File: src/cmts_pkg.sv
// Package: types, codes and constants shared by the clock mode transition sequencer files.
`timescale 1ns / 1ps
`default_nettype none

package cmts_pkg;

    localparam int MODE_W     = 3;
    localparam int SEL_W      = 2;
    localparam int REFDIV_W   = 3;
    localparam int COREDIV_W  = 4;
    localparam int FLASHDIV_W = 3;
    localparam int CFG_IDX_W  = 2;
    localparam int CFG_DATA_W = 4;
    localparam int MAX_HOPS   = 4;
    localparam int HOP_W      = $clog2(MAX_HOPS);

    // Clock modes, same encoding as the request and the hop word
    typedef enum logic [MODE_W-1:0] {
        M_FEI  = 3'd0,
        M_FEE  = 3'd1,
        M_FBI  = 3'd2,
        M_FBE  = 3'd3,
        M_PEE  = 3'd4,
        M_PBE  = 3'd5,
        M_BLPI = 3'd6,
        M_BLPE = 3'd7
    } t_mode;

    // Output clock source select codes
    localparam logic [SEL_W-1:0] SEL_FLL_PLL = 2'd0;
    localparam logic [SEL_W-1:0] SEL_INT_REF = 2'd1;
    localparam logic [SEL_W-1:0] SEL_EXT_REF = 2'd2;

    // Configuration register indexes
    typedef enum logic [CFG_IDX_W-1:0] {
        CFG_FLL_REF_DIV  = 2'd0,
        CFG_PLL_CORE_DIV = 2'd1,
        CFG_BYP_CORE_DIV = 2'd2,
        CFG_FLASH_DIV    = 2'd3
    } t_cfg_idx;

    localparam logic [REFDIV_W-1:0]   RST_FLL_REF_DIV  = 3'd4;
    localparam logic [COREDIV_W-1:0]  RST_PLL_CORE_DIV = 4'd1;
    localparam logic [COREDIV_W-1:0]  RST_BYP_CORE_DIV = 4'd0;
    localparam logic [FLASHDIV_W-1:0] RST_FLASH_DIV    = 3'd1;

    typedef enum logic {
        ST_IDLE = 1'b0,
        ST_WALK = 1'b1
    } t_state;

    typedef struct packed {
        logic [SEL_W-1:0]      clock_select;
        logic                  internal_ref;
        logic                  pll_select;
        logic                  lp_bypass;
        logic [REFDIV_W-1:0]   ref_divider;
        logic [COREDIV_W-1:0]  core_divider;
        logic [FLASHDIV_W-1:0] flash_divider;
    } t_ctrl;

    localparam t_ctrl CTRL_RST = '{
        clock_select:  SEL_FLL_PLL,
        internal_ref:  1'b1,
        pll_select:    1'b0,
        lp_bypass:     1'b0,
        ref_divider:   '0,
        core_divider:  '0,
        flash_divider: '0
    };

    typedef struct packed {
        t_mode step_mode;
        t_ctrl ctrl;
        logic  last_step;
    } t_hop_word;

endpackage

`default_nettype wire

File: src/cmts_if.sv
// Interfaces: request, hop result and configuration write channels.
`timescale 1ns / 1ps
`default_nettype none

interface cmts_req_if;
    logic                         valid;
    logic                         ready;
    logic [cmts_pkg::MODE_W-1:0]  target_mode;

    modport source (output valid, output target_mode, input ready);
    modport sink   (input valid, input target_mode, output ready);
endinterface

interface cmts_hop_if;
    logic                             valid;
    logic                             ready;
    logic [cmts_pkg::MODE_W-1:0]      step_mode;
    logic [cmts_pkg::SEL_W-1:0]       clock_select;
    logic                             internal_ref;
    logic                             pll_select;
    logic                             lp_bypass;
    logic [cmts_pkg::REFDIV_W-1:0]    ref_divider_out;
    logic [cmts_pkg::COREDIV_W-1:0]   core_divider_out;
    logic [cmts_pkg::FLASHDIV_W-1:0]  flash_divider_out;
    logic                             last_step;

    modport source (
        output valid, output step_mode, output clock_select, output internal_ref,
        output pll_select, output lp_bypass, output ref_divider_out,
        output core_divider_out, output flash_divider_out, output last_step,
        input ready
    );
    modport sink (
        input valid, input step_mode, input clock_select, input internal_ref,
        input pll_select, input lp_bypass, input ref_divider_out,
        input core_divider_out, input flash_divider_out, input last_step,
        output ready
    );
endinterface

interface cmts_cfg_if;
    logic                            valid;
    logic                            ready;
    logic [cmts_pkg::CFG_IDX_W-1:0]  index;
    logic [cmts_pkg::CFG_DATA_W-1:0] data;

    modport source (output valid, output index, output data, input ready);
    modport sink   (input valid, input index, input data, output ready);
endinterface

`default_nettype wire

File: src/clock_mode_transition_sequencer_core.sv
// Top level: clock mode transition sequencer, one mode hop per cycle unless stalled.
`timescale 1ns / 1ps
`default_nettype none
//
// Usage:
//   i_req carries a requested clock mode (one word per request). The block walks
//   the legal mode graph from its current mode to the requested one and puts one
//   word per hop on o_hop: the mode entered, the full control word held after the
//   hop, and last_step on the hop that reaches the requested mode. A request for
//   the current mode is taken and gives no word.
//   i_cfg writes the four divider registers; it is always ready. Write it only
//   while no request is in progress.
// Flow:
//   A request is taken while idle; each hop then passes through the shared
//   next-hop / mode-entry unit, so a request of up to four hops holds
//   i_req.ready low until its walk ends. After the accept the walk state is
//   registered, then the first hop word in the hop output register. That register
//   lets a new request in while the final hop word of the previous one waits.
// Stall: while o_hop is stalled the walk holds and no further hop is computed.
// Reset: mode FEI, internal reference set, other control fields zero; divider
//   registers take their reset values; no word pending.
//
module clock_mode_transition_sequencer_core (
    input  wire         i_clk,
    input  wire         i_rst_n,
    cmts_req_if.sink    i_req,
    cmts_hop_if.source  o_hop,
    cmts_cfg_if.sink    i_cfg
);

    // Next mode on the legal path from cur toward tar
    function automatic cmts_pkg::t_mode next_hop(cmts_pkg::t_mode cur,
                                                 cmts_pkg::t_mode tar);
        cmts_pkg::t_mode hop;
        logic            cur_fll;
        logic            tar_fll;
        cur_fll = (cur <= cmts_pkg::M_FBE);
        tar_fll = (tar <= cmts_pkg::M_FBE);
        hop     = tar;
        if (cur_fll) begin
            if (tar_fll) begin
                hop = tar;
            end else if (tar == cmts_pkg::M_PEE || tar == cmts_pkg::M_PBE) begin
                hop = (cur == cmts_pkg::M_FBE) ? cmts_pkg::M_PBE : cmts_pkg::M_FBE;
            end else if (tar == cmts_pkg::M_BLPI) begin
                hop = (cur == cmts_pkg::M_FBI) ? cmts_pkg::M_BLPI : cmts_pkg::M_FBI;
            end else begin
                hop = (cur == cmts_pkg::M_FBE) ? cmts_pkg::M_BLPE : cmts_pkg::M_FBE;
            end
        end else begin
            unique case (cur)
                cmts_pkg::M_PEE: begin
                    hop = cmts_pkg::M_PBE;
                end
                cmts_pkg::M_PBE: begin
                    if (tar == cmts_pkg::M_PEE || tar == cmts_pkg::M_BLPE) begin
                        hop = tar;
                    end else begin
                        hop = cmts_pkg::M_FBE;
                    end
                end
                cmts_pkg::M_BLPI: begin
                    hop = cmts_pkg::M_FBI;
                end
                default: begin
                    hop = (tar == cmts_pkg::M_PBE || tar == cmts_pkg::M_PEE)
                          ? cmts_pkg::M_PBE : cmts_pkg::M_FBE;
                end
            endcase
        end
        return hop;
    endfunction

    logic [cmts_pkg::REFDIV_W-1:0]   r_fll_ref_div;
    logic [cmts_pkg::COREDIV_W-1:0]  r_pll_core_div;
    logic [cmts_pkg::COREDIV_W-1:0]  r_byp_core_div;
    logic [cmts_pkg::FLASHDIV_W-1:0] r_flash_div;

    cmts_pkg::t_state               r_state, n_state;
    cmts_pkg::t_mode                r_mode, n_mode;
    cmts_pkg::t_mode                r_target, n_target;
    cmts_pkg::t_ctrl                r_ctrl, n_ctrl;
    logic [cmts_pkg::HOP_W-1:0]     r_hops, n_hops;
    logic                           r_out_valid, n_out_valid;
    cmts_pkg::t_hop_word            r_out, n_out;

    cmts_pkg::t_mode                hop;
    cmts_pkg::t_ctrl                hop_ctrl;
    logic                           req_ready;

    localparam logic [cmts_pkg::HOP_W-1:0] HOP_LAST = cmts_pkg::HOP_W'(cmts_pkg::MAX_HOPS - 1);

    // Configuration registers: always ready, data truncated to field width
    assign i_cfg.ready = 1'b1;

    always_ff @(posedge i_clk) begin
        if (!i_rst_n) begin
            r_fll_ref_div  <= cmts_pkg::RST_FLL_REF_DIV;
            r_pll_core_div <= cmts_pkg::RST_PLL_CORE_DIV;
            r_byp_core_div <= cmts_pkg::RST_BYP_CORE_DIV;
            r_flash_div    <= cmts_pkg::RST_FLASH_DIV;
        end else if (i_cfg.valid) begin
            unique case (cmts_pkg::t_cfg_idx'(i_cfg.index))
                cmts_pkg::CFG_FLL_REF_DIV:  r_fll_ref_div  <= i_cfg.data[cmts_pkg::REFDIV_W-1:0];
                cmts_pkg::CFG_PLL_CORE_DIV: r_pll_core_div <= i_cfg.data[cmts_pkg::COREDIV_W-1:0];
                cmts_pkg::CFG_BYP_CORE_DIV: r_byp_core_div <= i_cfg.data[cmts_pkg::COREDIV_W-1:0];
                cmts_pkg::CFG_FLASH_DIV:    r_flash_div    <= i_cfg.data[cmts_pkg::FLASHDIV_W-1:0];
                default: ;
            endcase
        end
    end

    // Shared hop unit: pick the next mode and build the control word it leaves
    always_comb begin
        hop      = next_hop(r_mode, r_target);
        hop_ctrl = r_ctrl;
        unique case (hop)
            cmts_pkg::M_FEI: begin
                hop_ctrl.clock_select = cmts_pkg::SEL_FLL_PLL;
                hop_ctrl.internal_ref = 1'b1;
                hop_ctrl.pll_select   = 1'b0;
            end
            cmts_pkg::M_FEE: begin
                hop_ctrl.clock_select = cmts_pkg::SEL_FLL_PLL;
                hop_ctrl.internal_ref = 1'b0;
                hop_ctrl.ref_divider  = r_fll_ref_div;
                hop_ctrl.pll_select   = 1'b0;
            end
            cmts_pkg::M_FBI: begin
                hop_ctrl.clock_select = cmts_pkg::SEL_INT_REF;
                hop_ctrl.internal_ref = 1'b1;
                hop_ctrl.pll_select   = 1'b0;
                hop_ctrl.lp_bypass    = 1'b0;
            end
            cmts_pkg::M_FBE: begin
                hop_ctrl.clock_select = cmts_pkg::SEL_EXT_REF;
                hop_ctrl.internal_ref = 1'b0;
                hop_ctrl.ref_divider  = r_fll_ref_div;
                hop_ctrl.pll_select   = 1'b0;
                hop_ctrl.lp_bypass    = 1'b0;
            end
            cmts_pkg::M_PEE: begin
                hop_ctrl.core_divider  = r_pll_core_div;
                hop_ctrl.flash_divider = r_flash_div;
                hop_ctrl.clock_select  = cmts_pkg::SEL_FLL_PLL;
                hop_ctrl.internal_ref  = 1'b0;
                hop_ctrl.pll_select    = 1'b1;
            end
            cmts_pkg::M_PBE: begin
                hop_ctrl.core_divider  = r_byp_core_div;
                hop_ctrl.flash_divider = r_flash_div;
                hop_ctrl.clock_select  = cmts_pkg::SEL_EXT_REF;
                hop_ctrl.internal_ref  = 1'b0;
                hop_ctrl.pll_select    = 1'b1;
                hop_ctrl.lp_bypass     = 1'b0;
            end
            cmts_pkg::M_BLPI: begin
                hop_ctrl.lp_bypass = 1'b1;
            end
            default: begin
                hop_ctrl.clock_select = cmts_pkg::SEL_EXT_REF;
                hop_ctrl.internal_ref = 1'b0;
                hop_ctrl.lp_bypass    = 1'b1;
            end
        endcase
    end

    // Sequencer: take a request when idle, then advance one hop per cycle unless o_hop stalls
    always_comb begin
        n_state     = r_state;
        n_mode      = r_mode;
        n_target    = r_target;
        n_ctrl      = r_ctrl;
        n_hops      = r_hops;
        n_out       = r_out;
        n_out_valid = r_out_valid && !o_hop.ready;
        req_ready   = 1'b0;
        unique case (r_state)
            cmts_pkg::ST_IDLE: begin
                req_ready = 1'b1;
                if (i_req.valid) begin
                    n_target = cmts_pkg::t_mode'(i_req.target_mode);
                    n_hops   = '0;
                    // A request for the current mode is dropped here
                    if (cmts_pkg::t_mode'(i_req.target_mode) != r_mode) begin
                        n_state = cmts_pkg::ST_WALK;
                    end
                end
            end
            cmts_pkg::ST_WALK: begin
                // Hold while the previous hop word is still waiting
                if (!r_out_valid || o_hop.ready) begin
                    n_mode          = hop;
                    n_ctrl          = hop_ctrl;
                    n_out_valid     = 1'b1;
                    n_out.step_mode = hop;
                    n_out.ctrl      = hop_ctrl;
                    n_out.last_step = (hop == r_target);
                    n_hops          = r_hops + 1'b1;
                    if (hop == r_target || r_hops == HOP_LAST) begin
                        n_state = cmts_pkg::ST_IDLE;
                    end
                end
            end
            default: begin
                n_state = cmts_pkg::ST_IDLE;
            end
        endcase
    end

    always_ff @(posedge i_clk) begin
        if (!i_rst_n) begin
            r_state     <= cmts_pkg::ST_IDLE;
            r_mode      <= cmts_pkg::M_FEI;
            r_target    <= cmts_pkg::M_FEI;
            r_ctrl      <= cmts_pkg::CTRL_RST;
            r_hops      <= '0;
            r_out_valid <= 1'b0;
        end else begin
            r_state     <= n_state;
            r_mode      <= n_mode;
            r_target    <= n_target;
            r_ctrl      <= n_ctrl;
            r_hops      <= n_hops;
            r_out_valid <= n_out_valid;
        end
    end

    // Hop word payload needs no reset
    always_ff @(posedge i_clk) begin
        r_out <= n_out;
    end

    assign i_req.ready             = req_ready;
    assign o_hop.valid             = r_out_valid;
    assign o_hop.step_mode         = r_out.step_mode;
    assign o_hop.clock_select      = r_out.ctrl.clock_select;
    assign o_hop.internal_ref      = r_out.ctrl.internal_ref;
    assign o_hop.pll_select        = r_out.ctrl.pll_select;
    assign o_hop.lp_bypass         = r_out.ctrl.lp_bypass;
    assign o_hop.ref_divider_out   = r_out.ctrl.ref_divider;
    assign o_hop.core_divider_out  = r_out.ctrl.core_divider;
    assign o_hop.flash_divider_out = r_out.ctrl.flash_divider;
    assign o_hop.last_step         = r_out.last_step;

    // While walking the target has not yet been reached
    a_walk_not_at_target: assert property (@(posedge i_clk) disable iff (!i_rst_n)
        r_state == cmts_pkg::ST_WALK |-> r_mode != r_target)
        else $error("walk active with mode already at target");

    // A pending word that is not the final hop means the walk is still running
    a_mid_hop_walking: assert property (@(posedge i_clk) disable iff (!i_rst_n)
        r_out_valid && !r_out.last_step |-> r_state == cmts_pkg::ST_WALK)
        else $error("non-final hop word pending outside a walk");

    // While a hop word is pending, the held control word and mode match it
    a_word_matches_state: assert property (@(posedge i_clk) disable iff (!i_rst_n)
        r_out_valid |-> (r_out.ctrl == r_ctrl && r_out.step_mode == r_mode))
        else $error("hop word disagrees with held state");

    // A request for the current mode starts no walk
    a_same_mode_no_walk: assert property (@(posedge i_clk) disable iff (!i_rst_n)
        i_req.valid && req_ready && cmts_pkg::t_mode'(i_req.target_mode) == r_mode
        |=> r_state == cmts_pkg::ST_IDLE)
        else $error("walk started for the current mode");

endmodule

`default_nettype wire

File: src/flat_wrapper.sv
// flat-port wrapper written by rule: the top's interface ports become plain ports
module clock_mode_transition_sequencer_core_flat 
  (i_clk, i_rst_n, i_req_valid, i_req_target_mode, i_req_ready, o_hop_valid, o_hop_step_mode, o_hop_clock_select, o_hop_internal_ref, o_hop_pll_select, o_hop_lp_bypass, o_hop_ref_divider_out, o_hop_core_divider_out, o_hop_flash_divider_out, o_hop_last_step, o_hop_ready, i_cfg_valid, i_cfg_index, i_cfg_data, i_cfg_ready);
  cmts_req_if i_req_i ();
  cmts_hop_if o_hop_i ();
  cmts_cfg_if i_cfg_i ();
  input  wire i_clk;
  input  wire i_rst_n;
  input wire logic [$bits(i_req_i.valid)-1:0] i_req_valid;
  input wire logic [$bits(i_req_i.target_mode)-1:0] i_req_target_mode;
  output wire logic [$bits(i_req_i.ready)-1:0] i_req_ready;
  output wire logic [$bits(o_hop_i.valid)-1:0] o_hop_valid;
  output wire logic [$bits(o_hop_i.step_mode)-1:0] o_hop_step_mode;
  output wire logic [$bits(o_hop_i.clock_select)-1:0] o_hop_clock_select;
  output wire logic [$bits(o_hop_i.internal_ref)-1:0] o_hop_internal_ref;
  output wire logic [$bits(o_hop_i.pll_select)-1:0] o_hop_pll_select;
  output wire logic [$bits(o_hop_i.lp_bypass)-1:0] o_hop_lp_bypass;
  output wire logic [$bits(o_hop_i.ref_divider_out)-1:0] o_hop_ref_divider_out;
  output wire logic [$bits(o_hop_i.core_divider_out)-1:0] o_hop_core_divider_out;
  output wire logic [$bits(o_hop_i.flash_divider_out)-1:0] o_hop_flash_divider_out;
  output wire logic [$bits(o_hop_i.last_step)-1:0] o_hop_last_step;
  input wire logic [$bits(o_hop_i.ready)-1:0] o_hop_ready;
  input wire logic [$bits(i_cfg_i.valid)-1:0] i_cfg_valid;
  input wire logic [$bits(i_cfg_i.index)-1:0] i_cfg_index;
  input wire logic [$bits(i_cfg_i.data)-1:0] i_cfg_data;
  output wire logic [$bits(i_cfg_i.ready)-1:0] i_cfg_ready;
  assign i_req_i.valid = i_req_valid;
  assign i_req_i.target_mode = i_req_target_mode;
  assign i_req_ready = i_req_i.ready;
  assign o_hop_valid = o_hop_i.valid;
  assign o_hop_step_mode = o_hop_i.step_mode;
  assign o_hop_clock_select = o_hop_i.clock_select;
  assign o_hop_internal_ref = o_hop_i.internal_ref;
  assign o_hop_pll_select = o_hop_i.pll_select;
  assign o_hop_lp_bypass = o_hop_i.lp_bypass;
  assign o_hop_ref_divider_out = o_hop_i.ref_divider_out;
  assign o_hop_core_divider_out = o_hop_i.core_divider_out;
  assign o_hop_flash_divider_out = o_hop_i.flash_divider_out;
  assign o_hop_last_step = o_hop_i.last_step;
  assign o_hop_i.ready = o_hop_ready;
  assign i_cfg_i.valid = i_cfg_valid;
  assign i_cfg_i.index = i_cfg_index;
  assign i_cfg_i.data = i_cfg_data;
  assign i_cfg_ready = i_cfg_i.ready;
  clock_mode_transition_sequencer_core u_core (.i_clk(i_clk), .i_rst_n(i_rst_n), .i_req(i_req_i), .o_hop(o_hop_i), .i_cfg(i_cfg_i));
endmodule
File: config.mk
export PLATFORM = sky130hd
export DESIGN_NAME = clock_mode_transition_sequencer_core_flat
export DESIGN_NICKNAME = d
export VERILOG_FILES = /design/src/cmts_pkg.sv /design/src/cmts_if.sv /design/src/clock_mode_transition_sequencer_core.sv /design/src/flat_wrapper.sv
export SDC_FILE = /design/constraint.sdc
export NUM_CORES = 1
export LEC_CHECK = 0
export BUFFER_PORTS_ARGS = -buffer_cell sky130_fd_sc_hd__buf_4
export CORE_AREA = 2 2 85 87
export DETAILED_ROUTE_END_ITERATION = 6
export DIE_AREA = 0 0 87 89
export MAX_ROUTING_LAYER = met4
export PLACE_DENSITY_LB_ADDON = 0.2
export SLEW_MARGIN = 20
export SYNTH_ARGS = -nofsm -noshare
export SYNTH_HDL_FRONTEND = slang
export SYNTH_SLANG_ARGS = --single-unit
File: constraint.sdc
create_clock -name i_clk -period 2.15 [get_ports i_clk]
set_input_delay 0.3225 -clock i_clk [delete_from_list [all_inputs] [get_ports i_clk]]
set_output_delay 0.3225 -clock i_clk [all_outputs]
set_load 0.005 [all_outputs]
==> reports/qor.yml, run 1 <==
synth-edff-count: 19
synth_area_um2: 2680
rsz0062_at_grt: "no"
overflow: 0
grt_util_all_layers_pct: 17.2
cts_hold_buf: 0
synth_cell_types: 57
post-route-period-util_pct: 90.8
dr.pass1.iters: 4
synthFlopType: "dfxtp_1"
yosysWarnings: 0
maxSlewViolCount: 0
area_growth_pct: 21.5
maxCapViolCount: 0
startpoint_type: "flop"
grt_max_degree: 25
stdcell_count: 381
layout_setup_ws_ns: 0.198
diodes: 0
end_kind: "flop"
antenna_found_initial: 0
initial_core_util_pct: 39.9
slew-limit-headroom_pct: 58.8
num_vias: 2045
yosysSeqAreaShare_pct: 50.4
drtAntennaViolNets: 0
finalSetupTns_ns: 0
drc_errors: 0
synth.avg_cell_area_um2: 10.3
async_flop_share_pct: 0
grt_pass1_vias: 1959
numPortBuffers: 34
status: "complete, no violations"
cts_made_buffers: 9
io_pins: 36
tightestPinTransition_ns: 0.617
die_y_um: 89
cp.arrival_ns: 2.04
drive_above_1_share_pct: 27.2
fmax_mhz: 512
finalSetupViolations: 0
drt-total-wl_um: 6020
clkSinkCount: 58
synth-seq-cells: 58
num_rows: 30
clk_latency_ns: 0.34
utilization_pct: 48.4
fin_nets: 312
die_width_um: 87
drtIter0Drc: 117
period_minus_slack_ns: 1.95
path_clk_slew_ns: 0.07
dieArea_um2: 7740
post_cts_buffers: 0
cts.root.buffer_cell: "clkbuf_8"
dp.cells: 366
vdd.ir_drop.worst_uv: 304
cts_tree: "yes"
synthCells: 259
dp_hpwl_um: 4090
routabilityCongestion: 0.933
grt_pass1_wl_um: 9730
hold_violations: 0
syn-num-nets: 274
pre_cts_slack_ns: 0.222
htree_levels: 3
leakagePower_nw: 1.34
cp_max_fo: 8
vias_per_cell: 5.37
core_um2: 6720
clk_path_buf_depth: 2
powerDensity_nw_per_um2: 877
required_ns: 2.23
p_total_mw: 2.85
finClkSkew_ns: 0.0133
wl_per_cell_um: 15.8
criticalPathCategory: "flop to flop"
worstHoldPathType: "primary input to flop"
cts_resized: 0
-- path summary, 6_finish.rpt --
path	start	to	slack (ns)	cells past startpoint
hold reg to reg	u_core.r_ctrl[8]	u_core.r_ctrl[8]	0.46	2
setup / recovery	u_core.r_mode[2]	u_core.o_hop.ref_divider_out[0]	0.20	6
setup reg to reg	u_core.r_mode[2]	u_core.o_hop.ref_divider_out[0]	0.20	6
hold / removal	i_cfg_data[3]	u_core.r_pll_core_div[3]	0.22	3
-- state kept, by name, indices dropped and copies added (netlist names), 4 cells and up --
name,count
u_core.r_ctrl,15
u_core.r_byp_core_div,4
u_core.r_pll_core_div,4
u_core.o_hop.core_divider_out,4
-- Yosys cell counts, types with 4 or more instances --
library cell	n	area [µm²]
clkbuf_1	4	15.0
mux2i_1	17	170
buf_2	4	20.0
xor2_1	4	35.0
edfxtp_1	19	571
nand3_1	9	45.0
o22ai_1	5	31.3
inv_1	6	22.5
nor3_1	5	25.0
nand2b_1	4	25.0
o31ai_1	4	30.0
dfxtp_1	39	781
o21ai_0	8	40.0
mux2_2	6	67.6
nand2_1	28	105
a21oi_1	13	65.1
nor2_1	27	101
-- per-stage QoR --
| stage | hold WS [ns] | instance area [µm²] |
|---|---|---|
| 2_1_floorplan | 0.431 | 2680 |
| 3_3_place_gp | 0.443 | 3020 |
| 3_5_place_dp | 0.450 | 3020 |
| 4_1_cts | 0.214 | 3250 |
| 5_1_grt | 0.230 | 3250 |
| 6_report | 0.224 | 3250 |
-- power by group --
| group | leakage (nW) | internal (mW) | switching (mW) |
|---|---|---|---|
| clock | 0.118 | 0.746 | 0.425 |
| sequential | 0.497 | 1.22 | 0.0471 |
| combinational | 0.721 | 0.189 | 0.228 |
| total | 1.34 | 2.15 | 0.700 |
-- cell usage in the layout (no fill, tap or decap), types with 3 or more instances in the layout --
cell type,count
nor2_1,27
nor3_1,5
dfxtp_1,39
a21boi_0,3
o22ai_1,5
inv_1,6
a21oi_1,13
nand3_1,9
nand2b_1,4
xor2_1,4
o21ai_0,8
nor2b_1,3
edfxtp_1,19
o21ba_2,3
clkbuf_8,10
nand2_1,28
mux2i_1,17
nand3b_1,3
buf_4,41
mux2_2,6
o31ai_1,4
-- worst max-delay path, stage by stage, from the launching register on --
cell	delay, ns
dfxtp_1	0.46
nand2b_1	0.24
nand4bb_1	0.37
nand2_4	0.16
inv_4	0.06
nand3_4	0.07
mux2_2	0.33
-- final cells by class --
cell class / count / area, µm²
Timing Repair Buffer: 42 / 328
Tap cell: 80 / 100
Multi-Input combinational cell: 179 / 1210
Sequential cell: 58 / 1350
Clock inverter: 4 / 72.6
Clock buffer: 11 / 163
Fill cell: 632 / 3460
Inverter: 7 / 28.8
-- cell families after synthesis --
kind of cell | synth area share [%]
xor gates and xnor gates | 1.31
and+or+nand+nor | 17.8
muxes | 8.87
AOI/OAI and AO/OA | 16.6
buffers and inverters | 4.34
DFF | 50.4
other | 0.140
adders and majority gates | 0.467
-- metal layers --
layer	GRT usage [%]	wire length, µm	vias up
met4	10.8	153	0
met5	-	0	-
li1	-	-	1004
met1	23.0	2900	967
met2	24.1	2700	62
met3	3.05	266	12
No activity file was read; power rests on OpenSTA's default activity.
==> inputs of run 2 (changes only) <==
Settings changed: ABC_AREA set to 1, CORE_AREA 2 2 85 87 to 2 2 84 86, DIE_AREA 0 0 87 89 to 0 0 86 88.
==> reports/qor.yml, run 2 <==
status: "complete, no violations"
drive_above_1_share_pct: 20.5
path_clk_slew_ns: 0.07
synthCells: 313
clk_path_buf_depth: 2
reg2reg_depth: 9
leakagePower_nw: 1.41
maxCapViolCount: 0
cts_made_buffers: 9
yosys-top-cells-count: "nand2_1, inv_1, dfxtp_1"
routabilityCongestion: 0.980
num_vias: 2087
slew-limit-headroom_pct: 64.3
synth-seq-cells: 58
antenna_found_initial: 0
maxSlewViolCount: 0
post_cts_buffers: 0
criticalPathCategory: "flop to flop"
finClkSkew_ns: 0.00791
pwr-share-clk_pct: 39.5
drtAntennaViolNets: 0
tightestPinTransition_ns: 0.536
drc_errors: 0
rsz0062_at_grt: "no"
vdd.ir_drop.worst_uv: 435
end_kind: "flop"
overflow: 0
fillers: 687
yosysTopAreaCell: "dfxtp_1"
utilization_pct: 46.6
dp_hpwl_um: 3700
yosysWarnings: 0
cts.root.buffer_cell: "clkbuf_8"
drt-total-wl_um: 5350
clkSinkCount: 58
post-route-period-util_pct: 84.3
synth-edff-count: 19
crit_path_start: "u_core.r_mode[2]"
muxShareOfSynthArea_pct: 0
wl_per_cell_um: 12.3
synth_cell_types: 31
async_flop_share_pct: 0
yosysSeqAreaShare_pct: 52.7
worstHoldPathType: "primary input to flop"
grt_pass1_wl_um: 8850
layout_common_cells: "nand2_1, inv_1, dfxtp_1, buf_4, nor2_1"
die_width_um: 86
period_minus_slack_ns: 1.81
ff2ff_setup_slack_ns: 0.34
final_area_um2: 3090
hold_violations: 0
synth_area_um2: 2560
synth_top_family_by_area: "simple AND/OR/NAND/NOR gates"
synth_compound_area_share_pct: 14.7
fmax_mhz: 552
syn-num-nets: 328
pwr-share-seq_pct: 46.1
io_pins: 36
num_rows: 30
hold_slack_ns: 0.235
diodes: 0
hp-start: "i_cfg_data[0]"
cts_hold_buf: 0
synth_simple_gate_area_share_pct: 22.3
drtIter0Drc: 131
numPortBuffers: 34
cp_max_fo: 8
mostFrequentLayoutCell: "nand2_1"
power.internal_mw: 2.08
synth_top_area_share_pct: 30.5
power.switching_mw: 0.714
dr.pass1.iters: 5
pwr-share-comb_pct: 14.3
htree_levels: 3
largest-register: "u_core.r_ctrl"
synthAdderAreaFrac_pct: 0.488
powerDensity_nw_per_um2: 904
dieArea_um2: 7570
required_ns: 2.23
cts_resized: 0
synthFlopType: "dfxtp_1"
area_growth_pct: 20.7
core_um2: 6640
finalSetupTns_ns: 0
clk_latency_ns: 0.33
grt_max_degree: 44
finalSetupViolations: 0
initial_core_util_pct: 38.6
synth_most_common_cell: "nand2_1"
vias_per_cell: 4.79
ys_top_cells_by_area: "dfxtp_1, edfxtp_1, nand2_1"
cts_tree: "yes"
startpoint_type: "flop"
largest_reg_flops: 15
fin_nets: 366
reg2reg_from: "u_core.r_mode[2]"
grt_util_all_layers_pct: 15.8
worstSetupEndpoint: "u_core.o_hop.core_divider_out[0]"
reg2reg_to: "u_core.o_hop.core_divider_out[0]"
die_y_um: 88
placed_area_um2: 2870
cp.arrival_ns: 1.89
synth-xor-area-share_pct: 0.342
swShare_pct: 25.5
synth.avg_cell_area_um2: 8.19
grt_pass1_vias: 1854
-- run 2: cell count changes after synthesis, moves of 5 or more --
cell and change:
o21ai_0 +14, nand3_1 +12, o21ai_1 +8, nor2_1 +5, a21oi_1 +14, mux2i_1 -17, nand2_1 +29, inv_1 +36
mux2_2 -6
-- run 2: logic make-up (layout without fill, tap and decap cells) --
kind of cell / count (synthesis) / count (layout)
AOI/OAI and AO/OA: 69 / 69
xor gates and xnor gates: 1 / 1
adders and majority gates: 1 / 1
buffers and inverters: 56 / 99
DFF: 58 / 58
other: 1 / 1
and+or+nand+nor: 127 / 127
-- run 2: stage by stage --
stage | setup slack (ns) | power, mW | std cells
after global placement | 0.364 | 1.71 | 420
after detailed placement | 0.349 | 1.72 | 420
after global routing | 0.180 | 2.95 | 436
after CTS | 0.349 | 2.83 | 436
after floorplan | 0.650 | 1.57 | 313
final | 0.338 | 2.80 | 436
-- run 2: area by class of cell --
class / instances / area (µm²) / area share (%)
Timing Repair Buffer: 36 / 270 / 8.74
Inverter: 47 / 179 / 5.78
Sequential cell: 58 / 1350 / 43.7
Multi-Input combinational cell: 199 / 973 / 31.5
Tap cell: 80 / 100 / 3.24
Clock buffer: 11 / 141 / 4.57
Clock inverter: 5 / 77.6 / 2.51
-- run 2: critical path, cell delays in order (launching register included) --
cell	delay (ns)
dfxtp_1	0.49
nand2_1	0.11
nor2_1	0.14
nand2_1	0.11
nand3_2	0.10
nand2_2	0.13
nand2_1	0.13
nor2_4	0.06
a22oi_1	0.20
nand2_1	0.09
-- run 2: layer usage --
layer	vias to the layer above	GRT usage, %	part of all wire, %	routed length (µm)
li1	1099	-	-	-
met1	926	20.6	48	2550
met2	47	22.6	45	2430
met3	15	2.83	3.8	204
met4	0	9.96	3.0	162
met5	-	-	0	0
-- run 2: worst min path at each step --
stage	slack, ns	end	depth (start not counted)
global placement	0.43	u_core.r_byp_core_div[3]	2
CTS	0.22	u_core.r_pll_core_div[0]	3
floorplan	0.42	u_core.r_byp_core_div[0]	2
global route	0.26	u_core.r_fll_ref_div[2]	3
finish	0.24	u_core.r_pll_core_div[0]	3
detailed placement	0.44	u_core.r_byp_core_div[1]	2
-- run 2: power groups by stage --
stage,sequential [mW],clock (mW),combinational [mW]
floorplan,1.30,0,0.267
global placement,1.31,0,0.399
finish,1.29,1.11,0.401
CTS,1.29,1.13,0.407
global route,1.30,1.19,0.458
detailed placement,1.31,0,0.406
==> inputs of run 3 (changes only) <==
Clock period 2.15 ns to 1.7 ns, I/O delays scaled along.
==> reports/qor.yml, run 3 (synthesized netlist as in run 2, its figures left out) <==
diodes: 0
path_cells: "inv_2, nand2_2, nand2_1, nand2_1, nor2_4, nand2_2, nand2_4, inv_4, nor2_4, inv_1, nand2_2, inv_1"
mostFrequentLayoutCell: "nand2_1"
end_kind: "flop"
powerDensity_nw_per_um2: 1080
maxCapViolCount: 0
maxSlewViolCount: 0
cpMaxStageDelayCell: "dfxtp_2"
utilization_pct: 48.1
core_um2: 6640
grt_util_all_layers_pct: 14.9
grt_max_degree: 44
hold_violations: 0
cts_tree: "yes"
numPortBuffers: 34
dieArea_um2: 7570
period_minus_slack_ns: 1.63
cts.root.buffer_cell: "clkbuf_8"
slew-limit-headroom_pct: 64.3
die_y_um: 88
crit_buf_inv: 4
finClkSkew_ns: 0.00799
startpoint_type: "flop"
area_growth_pct: 24.6
leakagePower_nw: 1.45
required_ns: 1.79
clk_latency_ns: 0.32
cp.arrival_ns: 1.72
grt_pass1_vias: 1862
status: "complete, no violations"
cts_hold_buf: 0
cp_max_fo: 7
htree_levels: 3
finalSetupViolations: 0
drive_above_1_share_pct: 25.9
rsz0062_at_grt: "yes"
clk_path_buf_depth: 2
layout_common_cells: "nand2_1, buf_4, inv_1, dfxtp_1, nor2_1"
largest-register: "u_core.r_ctrl"
routabilityCongestion: 0.936
num_rows: 30
num_vias: 2126
tightestPinTransition_ns: 0.535
drc_errors: 0
vdd.ir_drop.worst_uv: 489
hold_slack_ns: 0.181
path_clk_slew_ns: 0.07
overflow: 0
wl_per_cell_um: 12.2
drtAntennaViolNets: 0
vias_per_cell: 4.80
dr.pass1.iters: 4
initial_core_util_pct: 38.6
fmax_mhz: 612
cp_top_family: "simple AND/OR/NAND/NOR gates"
die_width_um: 86
crit_top_cell: "nand2_2"
criticalPathCategory: "flop to flop"
crit_path_start: "u_core.r_target[1]"
cts_made_buffers: 9
largest_reg_flops: 15
dp_hpwl_um: 3580
clkSinkCount: 58
worstHoldPathType: "primary input to flop"
drt-total-wl_um: 5420
io_pins: 36
reg2reg_from: "u_core.r_target[1]"
fin_nets: 373
antenna_found_initial: 0
critPathMaxStageDelay_ns: 0.34
hp-start: "i_cfg_data[1]"
drtIter0Drc: 114
post-route-period-util_pct: 96.1
grt_pass1_wl_um: 8490
[run 3: path summary, 6_finish.rpt]
check / slack, ns / to / cells after the start
worst max-delay path: 0.07 / u_core.o_hop.lp_bypass / 12
worst min-delay path: 0.18 / u_core.r_pll_core_div[1] / 3
worst max register to register: 0.07 / u_core.o_hop.lp_bypass / 12
worst min register to register: 0.45 / u_core.r_byp_core_div[0] / 2
[run 3: per-stage QoR]
step	total power [mW]	setup WS (ns)	instances	setup TNS, ns	cell area, µm²
2_1_floorplan	1.99	0.200	313	0	2560
3_3_place_gp	2.17	-0.00279	422	-0.00279	2900
3_5_place_dp	2.18	-0.0409	422	-0.0928	2900
4_1_cts	3.46	0.00750	438	0	3100
5_1_grt	3.63	-0.0501	443	-0.146	3190
6_report	3.45	0.0660	443	0	3190
[run 3: area by class of cell]
class                           count  area (µm²)
Inverter                           47         179
Timing Repair Buffer               43         335
Clock buffer                       13         159
Sequential cell                    58        1360
Tap cell                           80         100
Fill cell                         648        3450
Multi-Input combinational cell    199        1020
Clock inverter                      3        40.0
[run 3: power by group]
group	switching (mW)	total [mW]	internal (mW)
Combinational	0.321	0.545	0.224
Sequential	0.0612	1.63	1.57
Clock	0.517	1.27	0.753
[run 3: what timing repair did]
action	CTS	global route
endpoints found under the setup margin	7	24
gates resized for setup	2	19
buffers inserted	0	5
pin swaps	0	4
[run 3: metal layers]
layer | global-route usage (%) | share of wire [%]
met5 | - | 0
met4 | 7.65 | 1.3
met3 | 2.83 | 4.1
met2 | 22.1 | 46
met1 | 19.5 | 49
[run 3: worst min-delay path: cells and delay by family]
kind,cells,cell delay (ns)
and+or+nand+nor,2,0.12
buffers and inverters,1,0.10
